<file path="src/hdl/mh64_pkg.sv">
// shared types, constants and codes of the murmurhash64a engine
`timescale 1ns / 1ps
package mh64_pkg;

    localparam logic [63:0] MH_MULT = 64'hc6a4a7935bd1e995;
    localparam logic [31:0] MH_MULT_LO = MH_MULT[31:0];
    localparam logic [31:0] MH_MULT_HI = MH_MULT[63:32];
    localparam int MH_SHIFT = 47;

    localparam int QUEUE_DEPTH_DEF = 2;

    localparam int S_TDATA_W = 168;
    localparam int M_TDATA_W = 64;

    localparam logic [1:0] KIND_NONE = 2'd0;
    localparam logic [1:0] KIND_TAIL = 2'd1;
    localparam logic [1:0] KIND_FULL = 2'd2;

    typedef struct packed {
        logic [63:0] word;
        logic [1:0]  kind;
        logic        first;
        logic        last;
        logic [63:0] seed;
        logic [31:0] key_length;
    } t_item;

    typedef struct packed {
        logic        start;
        logic [63:0] a;
    } t_mul_req;

    typedef struct packed {
        logic        done;
        logic [63:0] p;
    } t_mul_rsp;

endpackage

</file>
<file path="src/hdl/mh64_front.sv">
// input side: accepts transfers, classifies word kind and masks tail bytes
`timescale 1ns / 1ps
module mh64_front (
    input  logic                            i_valid,
    input  logic [mh64_pkg::S_TDATA_W-1:0]  i_data,
    input  logic                            i_last,
    input  logic                            i_user,
    input  logic                            i_full,
    output logic                            o_ready,
    output logic                            o_push,
    output mh64_pkg::t_item                 o_item
);
    import mh64_pkg::*;

    logic [3:0]  nbytes;
    logic [63:0] word;
    logic [63:0] masked;

    assign nbytes  = i_data[67:64];
    assign word    = i_data[63:0];
    assign o_ready = !i_full;
    assign o_push  = i_valid && !i_full;

    always_comb begin
        for (int b = 0; b < 8; b++) begin
            masked[b*8 +: 8] = (4'(b) < nbytes) ? word[b*8 +: 8] : 8'h00;
        end
    end

    always_comb begin
        o_item.first      = i_user;
        o_item.last       = i_last;
        o_item.seed       = i_data[131:68];
        o_item.key_length = i_data[163:132];
        if (nbytes >= 4'd8) begin
            o_item.kind = KIND_FULL;
            o_item.word = word;
        end else if (nbytes != 4'd0) begin
            o_item.kind = KIND_TAIL;
            o_item.word = masked;
        end else begin
            o_item.kind = KIND_NONE;
            o_item.word = masked;
        end
    end

endmodule

</file>
<file path="src/hdl/mh64_queue.sv">
// short item queue between front and back
`timescale 1ns / 1ps
module mh64_queue #(
    parameter int DEPTH = mh64_pkg::QUEUE_DEPTH_DEF
) (
    input  logic            i_clk,
    input  logic            i_rst_n,
    input  logic            i_push,
    input  mh64_pkg::t_item i_item,
    input  logic            i_pop,
    output logic            o_full,
    output logic            o_valid,
    output mh64_pkg::t_item o_head
);
    import mh64_pkg::*;

    localparam int AW = (DEPTH > 1) ? $clog2(DEPTH) : 1;
    localparam int CW = $clog2(DEPTH + 1);

    t_item         r_mem [DEPTH];
    logic [AW-1:0] r_wr;
    logic [AW-1:0] r_rd;
    logic [CW-1:0] r_count;
    logic          do_push;
    logic          do_pop;

    assign o_full  = (r_count == CW'(DEPTH));
    assign o_valid = (r_count != '0);
    assign o_head  = r_mem[r_rd];
    assign do_push = i_push && !o_full;
    assign do_pop  = i_pop && o_valid;

    always_ff @(posedge i_clk) begin
        if (!i_rst_n) begin
            r_wr    <= '0;
            r_rd    <= '0;
            r_count <= '0;
        end else begin
            if (do_push) begin
                r_wr <= (r_wr == AW'(DEPTH - 1)) ? '0 : r_wr + 1'b1;
            end
            if (do_pop) begin
                r_rd <= (r_rd == AW'(DEPTH - 1)) ? '0 : r_rd + 1'b1;
            end
            if (do_push && !do_pop) begin
                r_count <= r_count + 1'b1;
            end else if (do_pop && !do_push) begin
                r_count <= r_count - 1'b1;
            end
        end
    end

    always_ff @(posedge i_clk) begin
        if (do_push) begin
            r_mem[r_wr] <= i_item;
        end
    end

endmodule

</file>
<file path="src/hdl/mh64_mul.sv">
// iterative 64-bit multiply by the hash constant, one 32x32 partial product a cycle
`timescale 1ns / 1ps
module mh64_mul (
    input  logic               i_clk,
    input  logic               i_rst_n,
    input  mh64_pkg::t_mul_req i_req,
    output mh64_pkg::t_mul_rsp o_rsp
);
    import mh64_pkg::*;

    logic [63:0] r_a;
    logic [1:0]  r_step;
    logic        r_busy;
    logic        r_done;
    logic [63:0] r_prod;
    logic [63:0] r_sum;
    logic [63:0] r_p;
    logic [31:0] op_x;
    logic [31:0] op_y;
    logic [63:0] prod;
    logic [63:0] shifted;

    always_comb begin
        op_x = (r_step == 2'd2) ? r_a[63:32] : r_a[31:0];
        op_y = (r_step == 2'd1) ? MH_MULT_HI : MH_MULT_LO;
    end

    assign prod    = {32'h0, op_x} * {32'h0, op_y};
    assign shifted = {r_prod[31:0], 32'h0};

    always_ff @(posedge i_clk) begin
        if (!i_rst_n) begin
            r_busy <= 1'b0;
            r_done <= 1'b0;
            r_step <= '0;
        end else begin
            r_done <= 1'b0;
            if (i_req.start) begin
                r_busy <= 1'b1;
                r_step <= '0;
            end else if (r_busy) begin
                r_step <= r_step + 1'b1;
                if (r_step == 2'd3) begin
                    r_busy <= 1'b0;
                    r_done <= 1'b1;
                end
            end
        end
    end

    always_ff @(posedge i_clk) begin
        if (i_req.start) begin
            r_a <= i_req.a;
        end
        if (r_busy) begin
            case (r_step)
                2'd0: begin
                    r_prod <= prod;
                end
                2'd1: begin
                    r_sum  <= r_prod;
                    r_prod <= prod;
                end
                2'd2: begin
                    r_sum  <= r_sum + shifted;
                    r_prod <= prod;
                end
                default: begin
                    r_p <= r_sum + shifted;
                end
            endcase
        end
    end

    assign o_rsp.done = r_done;
    assign o_rsp.p    = r_p;

endmodule

</file>
<file path="src/hdl/mh64_back.sv">
// back side: sequences seed load, word mixing, avalanche and result register
`timescale 1ns / 1ps
module mh64_back (
    input  logic                          i_clk,
    input  logic                          i_rst_n,
    input  logic                          i_head_valid,
    input  mh64_pkg::t_item               i_head,
    output logic                          o_pop,
    output mh64_pkg::t_mul_req            o_mul_req,
    input  mh64_pkg::t_mul_rsp            i_mul_rsp,
    output logic                          o_tvalid,
    input  logic                          i_tready,
    output logic [mh64_pkg::M_TDATA_W-1:0] o_tdata
);
    import mh64_pkg::*;

    localparam logic [3:0] S_IDLE = 4'd0;
    localparam logic [3:0] S_LEN  = 4'd1;
    localparam logic [3:0] S_DATA = 4'd2;
    localparam logic [3:0] S_K1   = 4'd3;
    localparam logic [3:0] S_K2   = 4'd4;
    localparam logic [3:0] S_ACC  = 4'd5;
    localparam logic [3:0] S_END  = 4'd6;
    localparam logic [3:0] S_FIN  = 4'd7;
    localparam logic [3:0] S_PUT  = 4'd8;

    logic [3:0]  r_state, n_state;
    logic [63:0] r_acc, n_acc;
    logic [63:0] r_h, n_h;
    logic        r_out_valid, n_out_valid;
    logic [63:0] r_out_data, n_out_data;
    logic [63:0] p;

    assign p = i_mul_rsp.p;

    always_comb begin
        n_state         = r_state;
        n_acc           = r_acc;
        n_h             = r_h;
        n_out_valid     = r_out_valid;
        n_out_data      = r_out_data;
        o_pop           = 1'b0;
        o_mul_req.start = 1'b0;
        o_mul_req.a     = r_acc;

        if (r_out_valid && i_tready) begin
            n_out_valid = 1'b0;
        end

        case (r_state)
            S_IDLE: begin
                if (i_head_valid) begin
                    if (i_head.first) begin
                        o_mul_req.start = 1'b1;
                        o_mul_req.a     = {32'h0, i_head.key_length};
                        n_state         = S_LEN;
                    end else begin
                        n_state = S_DATA;
                    end
                end
            end
            S_LEN: begin
                if (i_mul_rsp.done) begin
                    n_acc   = i_head.seed ^ p;
                    n_state = S_DATA;
                end
            end
            S_DATA: begin
                case (i_head.kind)
                    KIND_FULL: begin
                        o_mul_req.start = 1'b1;
                        o_mul_req.a     = i_head.word;
                        n_state         = S_K1;
                    end
                    KIND_TAIL: begin
                        o_mul_req.start = 1'b1;
                        o_mul_req.a     = r_acc ^ i_head.word;
                        n_state         = S_ACC;
                    end
                    default: begin
                        n_state = S_END;
                    end
                endcase
            end
            S_K1: begin
                if (i_mul_rsp.done) begin
                    o_mul_req.start = 1'b1;
                    o_mul_req.a     = p ^ (p >> MH_SHIFT);
                    n_state         = S_K2;
                end
            end
            S_K2: begin
                if (i_mul_rsp.done) begin
                    o_mul_req.start = 1'b1;
                    o_mul_req.a     = r_acc ^ p;
                    n_state         = S_ACC;
                end
            end
            S_ACC: begin
                if (i_mul_rsp.done) begin
                    n_acc   = p;
                    n_state = S_END;
                end
            end
            S_END: begin
                if (i_head.last) begin
                    o_mul_req.start = 1'b1;
                    o_mul_req.a     = r_acc ^ (r_acc >> MH_SHIFT);
                    n_acc           = '0;
                    n_state         = S_FIN;
                end else begin
                    o_pop   = 1'b1;
                    n_state = S_IDLE;
                end
            end
            S_FIN: begin
                if (i_mul_rsp.done) begin
                    n_h     = p ^ (p >> MH_SHIFT);
                    n_state = S_PUT;
                end
            end
            S_PUT: begin
                if (!r_out_valid) begin
                    n_out_valid = 1'b1;
                    n_out_data  = r_h;
                    o_pop       = 1'b1;
                    n_state     = S_IDLE;
                end
            end
            default: begin
                n_state = S_IDLE;
            end
        endcase
    end

    always_ff @(posedge i_clk) begin
        if (!i_rst_n) begin
            r_state     <= S_IDLE;
            r_acc       <= '0;
            r_out_valid <= 1'b0;
        end else begin
            r_state     <= n_state;
            r_acc       <= n_acc;
            r_out_valid <= n_out_valid;
        end
    end

    always_ff @(posedge i_clk) begin
        r_h        <= n_h;
        r_out_data <= n_out_data;
    end

    assign o_tvalid = r_out_valid;
    assign o_tdata  = r_out_data;

endmodule

</file>
<file path="src/hdl/murmur_hash64a_engine.sv">
// top level of the streaming murmurhash64a engine
//
//  channel   dir  handshake        tdata / tuser / tlast
//  s_axis    in   tvalid, tready   tdata: data_word, valid_bytes, seed_value, key_length
//                                  tuser: first_word   tlast: last_word
//  m_axis    out  tvalid, tready   tdata: hash_value
//
// each 64-bit multiply runs on one shared 32x32 multiplier; a word needs m multiplies,
// m = 1 for a first word, 3 for a full word or 1 for a tail,
// and 1 more for a last word, before the hash is loaded into the result register
// synchronous active-low reset clears the queue, sequencer and accumulator
// the queue takes transfers while it is not full, also while the back end works or the result waits
`timescale 1ns / 1ps
module murmur_hash64a_engine #(
    parameter int QUEUE_DEPTH = mh64_pkg::QUEUE_DEPTH_DEF
) (
    input  logic                           i_clk,
    input  logic                           i_rst_n,
    input  logic                           i_s_axis_tvalid,
    output logic                           o_s_axis_tready,
    // data_word[63:0], valid_bytes[67:64], seed_value[131:68], key_length[163:132], zero pad
    input  logic [mh64_pkg::S_TDATA_W-1:0] i_s_axis_tdata,
    input  logic                           i_s_axis_tlast,
    // first_word
    input  logic                           i_s_axis_tuser,
    output logic                           o_m_axis_tvalid,
    input  logic                           i_m_axis_tready,
    // hash_value[63:0]
    output logic [mh64_pkg::M_TDATA_W-1:0] o_m_axis_tdata
);
    import mh64_pkg::*;

    t_item    push_item;
    t_item    head;
    logic     push;
    logic     pop;
    logic     q_full;
    logic     q_valid;
    t_mul_req mul_req;
    t_mul_rsp mul_rsp;

    mh64_front u_front (
        .i_valid (i_s_axis_tvalid),
        .i_data  (i_s_axis_tdata),
        .i_last  (i_s_axis_tlast),
        .i_user  (i_s_axis_tuser),
        .i_full  (q_full),
        .o_ready (o_s_axis_tready),
        .o_push  (push),
        .o_item  (push_item)
    );

    mh64_queue #(
        .DEPTH (QUEUE_DEPTH)
    ) u_queue (
        .i_clk   (i_clk),
        .i_rst_n (i_rst_n),
        .i_push  (push),
        .i_item  (push_item),
        .i_pop   (pop),
        .o_full  (q_full),
        .o_valid (q_valid),
        .o_head  (head)
    );

    mh64_mul u_mul (
        .i_clk   (i_clk),
        .i_rst_n (i_rst_n),
        .i_req   (mul_req),
        .o_rsp   (mul_rsp)
    );

    mh64_back u_back (
        .i_clk        (i_clk),
        .i_rst_n      (i_rst_n),
        .i_head_valid (q_valid),
        .i_head       (head),
        .o_pop        (pop),
        .o_mul_req    (mul_req),
        .i_mul_rsp    (mul_rsp),
        .o_tvalid     (o_m_axis_tvalid),
        .i_tready     (i_m_axis_tready),
        .o_tdata      (o_m_axis_tdata)
    );

endmodule

</file>
<file path="config.mk">
export PLATFORM = sky130hd
export DESIGN_NAME = murmur_hash64a_engine
export DESIGN_NICKNAME = d
export VERILOG_FILES = /design/src/hdl/mh64_pkg.sv /design/src/hdl/mh64_front.sv /design/src/hdl/mh64_queue.sv /design/src/hdl/mh64_mul.sv /design/src/hdl/mh64_back.sv /design/src/hdl/murmur_hash64a_engine.sv
export SDC_FILE = /design/constraint.sdc
export NUM_CORES = 2
export LEC_CHECK = 0
export BUFFER_PORTS_ARGS = -buffer_cell sky130_fd_sc_hd__buf_2
export CORE_MARGIN = 1
export CORE_UTILIZATION = 35
export DETAILED_ROUTE_END_ITERATION = 7
export PLACE_DENSITY_LB_ADDON = 0.05
export SETUP_SLACK_MARGIN = 0.02
export SYNTH_ARGS = -nofsm -noshare
export SYNTH_HDL_FRONTEND = slang
export SYNTH_HIERARCHICAL = 1
export SYNTH_SLANG_ARGS = --single-unit
</file>
<file path="constraint.sdc">
create_clock -name i_clk -period 23 [get_ports i_clk]
set_input_delay 4.6 -clock i_clk [delete_from_list [all_inputs] [get_ports i_clk]]
set_output_delay 4.6 -clock i_clk [all_outputs]
set_load 0.01 [all_outputs]
</file>
==> impl_metrics.tcl <==
set metrics [dict create \
    die_h_microns 419 \
    insertion_delay_ns 0.70 \
    worstSetupEndpointType "register" \
    critPathKind "reg2reg" \
    drv_slew 0 \
    drive_gt1_share_pct 13.4 \
    tightest_slew_ns 1.26 \
    finClkSkew_ns 0.0669 \
    max_cap_viol_count 0 \
    ys_seq_area_share_pct 37.6 \
    die_area_sq_um 176000 \
    place_congestion 0.875 \
    r2r_cells 26 \
    cp_slowest_cell "mux2i_1" \
    reg2reg_to "u_mul/r_prod[62]" \
    grt_pass1_wl_microns 301000 \
    relSlewSlack_pct 13.5 \
    cts_made_buffers 86 \
    synthesis.instances 5349 \
    grtUsageTotal_pct 24.0 \
    syn_to_final_growth_pct 9.44 \
    hpwl_microns 165000 \
    drt-initial-drc-count 3347 \
    rsz0062_at_grt "no" \
    hold-worst-slack_ns 0.391 \
    cts_buffer_depth 3 \
    post_cts_buffers 0 \
    synth_edf_count 712 \
    synth-async-reset-ratio_pct 0 \
    status "finished, final reports clean" \
    routed_wl_microns 211000 \
    clkTransAtPathRegs_ns 0.06 \
    fillers 17100 \
    r2r-start "u_mul/r_step[0]" \
    numPortBuffers 235 \
    io_pins 240 \
    fmax_mhz 94.9 \
    die_x_microns 419 \
    cts.hold.buffers_added 0 \
    wl_per_cell_microns 27.1 \
    hold_violations 0 \
    avgSynthCellArea_sq_um 11.4 \
    crit_path_max_fanout 25 \
    finalCritPeriodShare_pct 45.8 \
    first_global_vias 41700 \
    drt.antenna.violating_nets 0 \
    clock_sinks 790 \
    cp.required_ns 23.44 \
    max_stage_delay_ns 1.06 \
    num_vias 40400 \
    antenna_found_initial 6 \
    htreeDepth 3 \
    synth_warnings 6 \
    synth_ff_type "edfxtp_1" \
    synth-seq-cells 790 \
    crit_path_frequent_cell "fa_1" \
    cts_tree "done" \
    fin_tns_setup_ns 0 \
    nets 6644 \
    hold_class "reg2reg" \
    overflow 0 \
    core_sq_um 172000 \
    hp-start "u_mul/r_sum[17]" \
    period_needed_ns 10.53 \
    setup_viol 0 \
    synth.distinct_cells 104 \
    min_to "u_mul/r_p[17]" \
    finish.utilization_pct 38.7 \
    syn-cell-area_sq_um 61000 \
    grt_max_degree 95 \
    rrSetupSlack_ns 12.47 \
    critical_path.startpoint_type "register" \
    synth_nets 6586 \
    drcViolationCount 0 \
    via_per_inst 5.18 \
    whs_path_depth 0 \
    first_pass_iters 6 \
    arrival_ns 10.97 \
    start_util_pct 35.4 \
    root_buffer "clkbuf_16" \
    cts_resized 0 \
    rows 152 \
]
[worst max-delay path by stage]
stage,start,end,slack [ns],depth (start not counted)
2_1_floorplan,i_s_axis_tvalid,u_queue/r_mem[0][0],11.24,3
3_3_place_gp,u_mul/r_step[0],u_mul/r_prod[62],12.39,26
3_5_place_dp,u_mul/r_step[0],u_mul/r_prod[62],12.43,26
4_1_cts,u_mul/r_step[0],u_mul/r_prod[62],12.47,26
5_1_grt,u_mul/r_step[0],u_mul/r_prod[62],12.09,26
6_report,u_mul/r_step[0],u_mul/r_prod[62],12.47,26
[registers in the layout (all words and copies together), names as in the netlist, 2 cells and up, named ones only]
signal and cells:
u_mul/r_a 64, u_mul/r_prod 64, u_mul/r_sum 64, u_mul/r_step 2, u_back/r_acc 64, u_queue/r_mem 328, u_queue/r_count 2, u_back/r_h 64
u_back/r_state 4, u_mul/r_p 64, u_back/o_tdata 64
[through the flow]
| step | cell area [sq um] | std cells | setup slack, ns |
|---|---|---|---|
| 3_5_place_dp | 63800 | 7629 | 12.43 |
| 3_3_place_gp | 63800 | 7629 | 12.39 |
| 4_1_cts | 66700 | 7788 | 12.47 |
| 5_1_grt | 66700 | 7788 | 12.09 |
| 6_report | 66700 | 7792 | 12.47 |
| 2_1_floorplan | 61000 | 5349 | 11.24 |
[metal layers]
| layer | up-vias | part of all wire (%) | wire [microns] | global-route usage [%] |
|---|---|---|---|---|
| li1 | 18300 | - | - | - |
| met1 | 20900 | 43 | 89900 | 31.1 |
| met2 | 1028 | 51 | 107000 | 42.4 |
| met3 | 215 | 3.8 | 8120 | 2.03 |
| met4 | 0 | 3.0 | 6240 | 7.02 |
| met5 | - | 0 | 0 | 0 |
[cells by family (layout without fill, tap and decap cells)]
logic type,count (synthesis),after routing,synth area share [%]
xor gates and xnor gates,126,126,1.81
adders and majority gates,1063,1063,29.5
other,2,6,0.0123
DFF,790,790,37.6
buffers and inverters,1298,1427,9.10
and+or+nand+nor,776,776,6.67
muxes,226,226,4.13
AOI/OAI and AO/OA,1068,1068,11.2
[cell usage after synthesis, types with 21 or more instances]
cell type	number	area (sq um)
inv_1	963	3610
nand4_1	27	169
buf_2	37	185
buf_6	28	315
clkbuf_1	144	541
o31ai_1	26	195
nand2_1	187	702
buf_4	110	826
xnor2_1	73	639
o21ai_0	250	1250
ha_1	439	5490
and2_1	36	225
xor2_1	53	464
o311ai_1	30	263
a31oi_1	84	526
fa_1	624	12500
dfxtp_1	78	1560
mux2_2	206	2320
nand3b_1	69	518
nor2b_1	114	713
nand3_1	66	330
a211oi_1	27	203
nor2_1	161	604
a21o_1	87	653
edfxtp_1	712	21400
nand2b_1	21	131
a21oi_1	329	1650
[area by class of cell]
class / instances / area [sq um] / area share [%]
multi-input combinational: 3261 / 32600 / 48.9
sequential: 790 / 22900 / 34.4
inverter: 965 / 3620 / 5.43
tap: 2310 / 2890 / 4.33
clock buffer: 108 / 2280 / 3.42
timing repair buffer: 303 / 1690 / 2.53
clock inverter: 51 / 667 / 0.999
antenna: 4 / 10.0 / 0.0150
[worst max-delay path, delay by kind of cell (launching register included)]
family                   cells  cell delay (ns)
AO/OA/AOI/OAI                7             1.56
adder cells (fa/ha/maj)     10             5.08
buffers and inverters        5             1.23
flip-flops                   1             0.37
multiplexers                 1             1.06
AND/OR/NAND/NOR              3             0.99
[layout by cell type, fill, tap and decap left out, types with 26 or more instances in the layout]
master	instances
fa_1	624
a31oi_1	84
nor2_1	161
o31ai_1	26
buf_4	68
ha_1	434
o21ai_0	250
xnor2_1	73
nand3_1	64
a21oi_1	327
o311ai_1	30
a211oi_1	27
xor2_1	53
clkbuf_16	86
and2_1	36
inv_1	962
mux2_2	206
buf_2	235
nor2b_1	111
edfxtp_1	712
nand2_1	185
nand4_1	27
a21o_1	87
dfxtp_1	76
nand3b_1	69
Power is left out: the tool's default activity adds up to more than one toggle a clock period on the data nets, which glitch-free logic cannot reach.
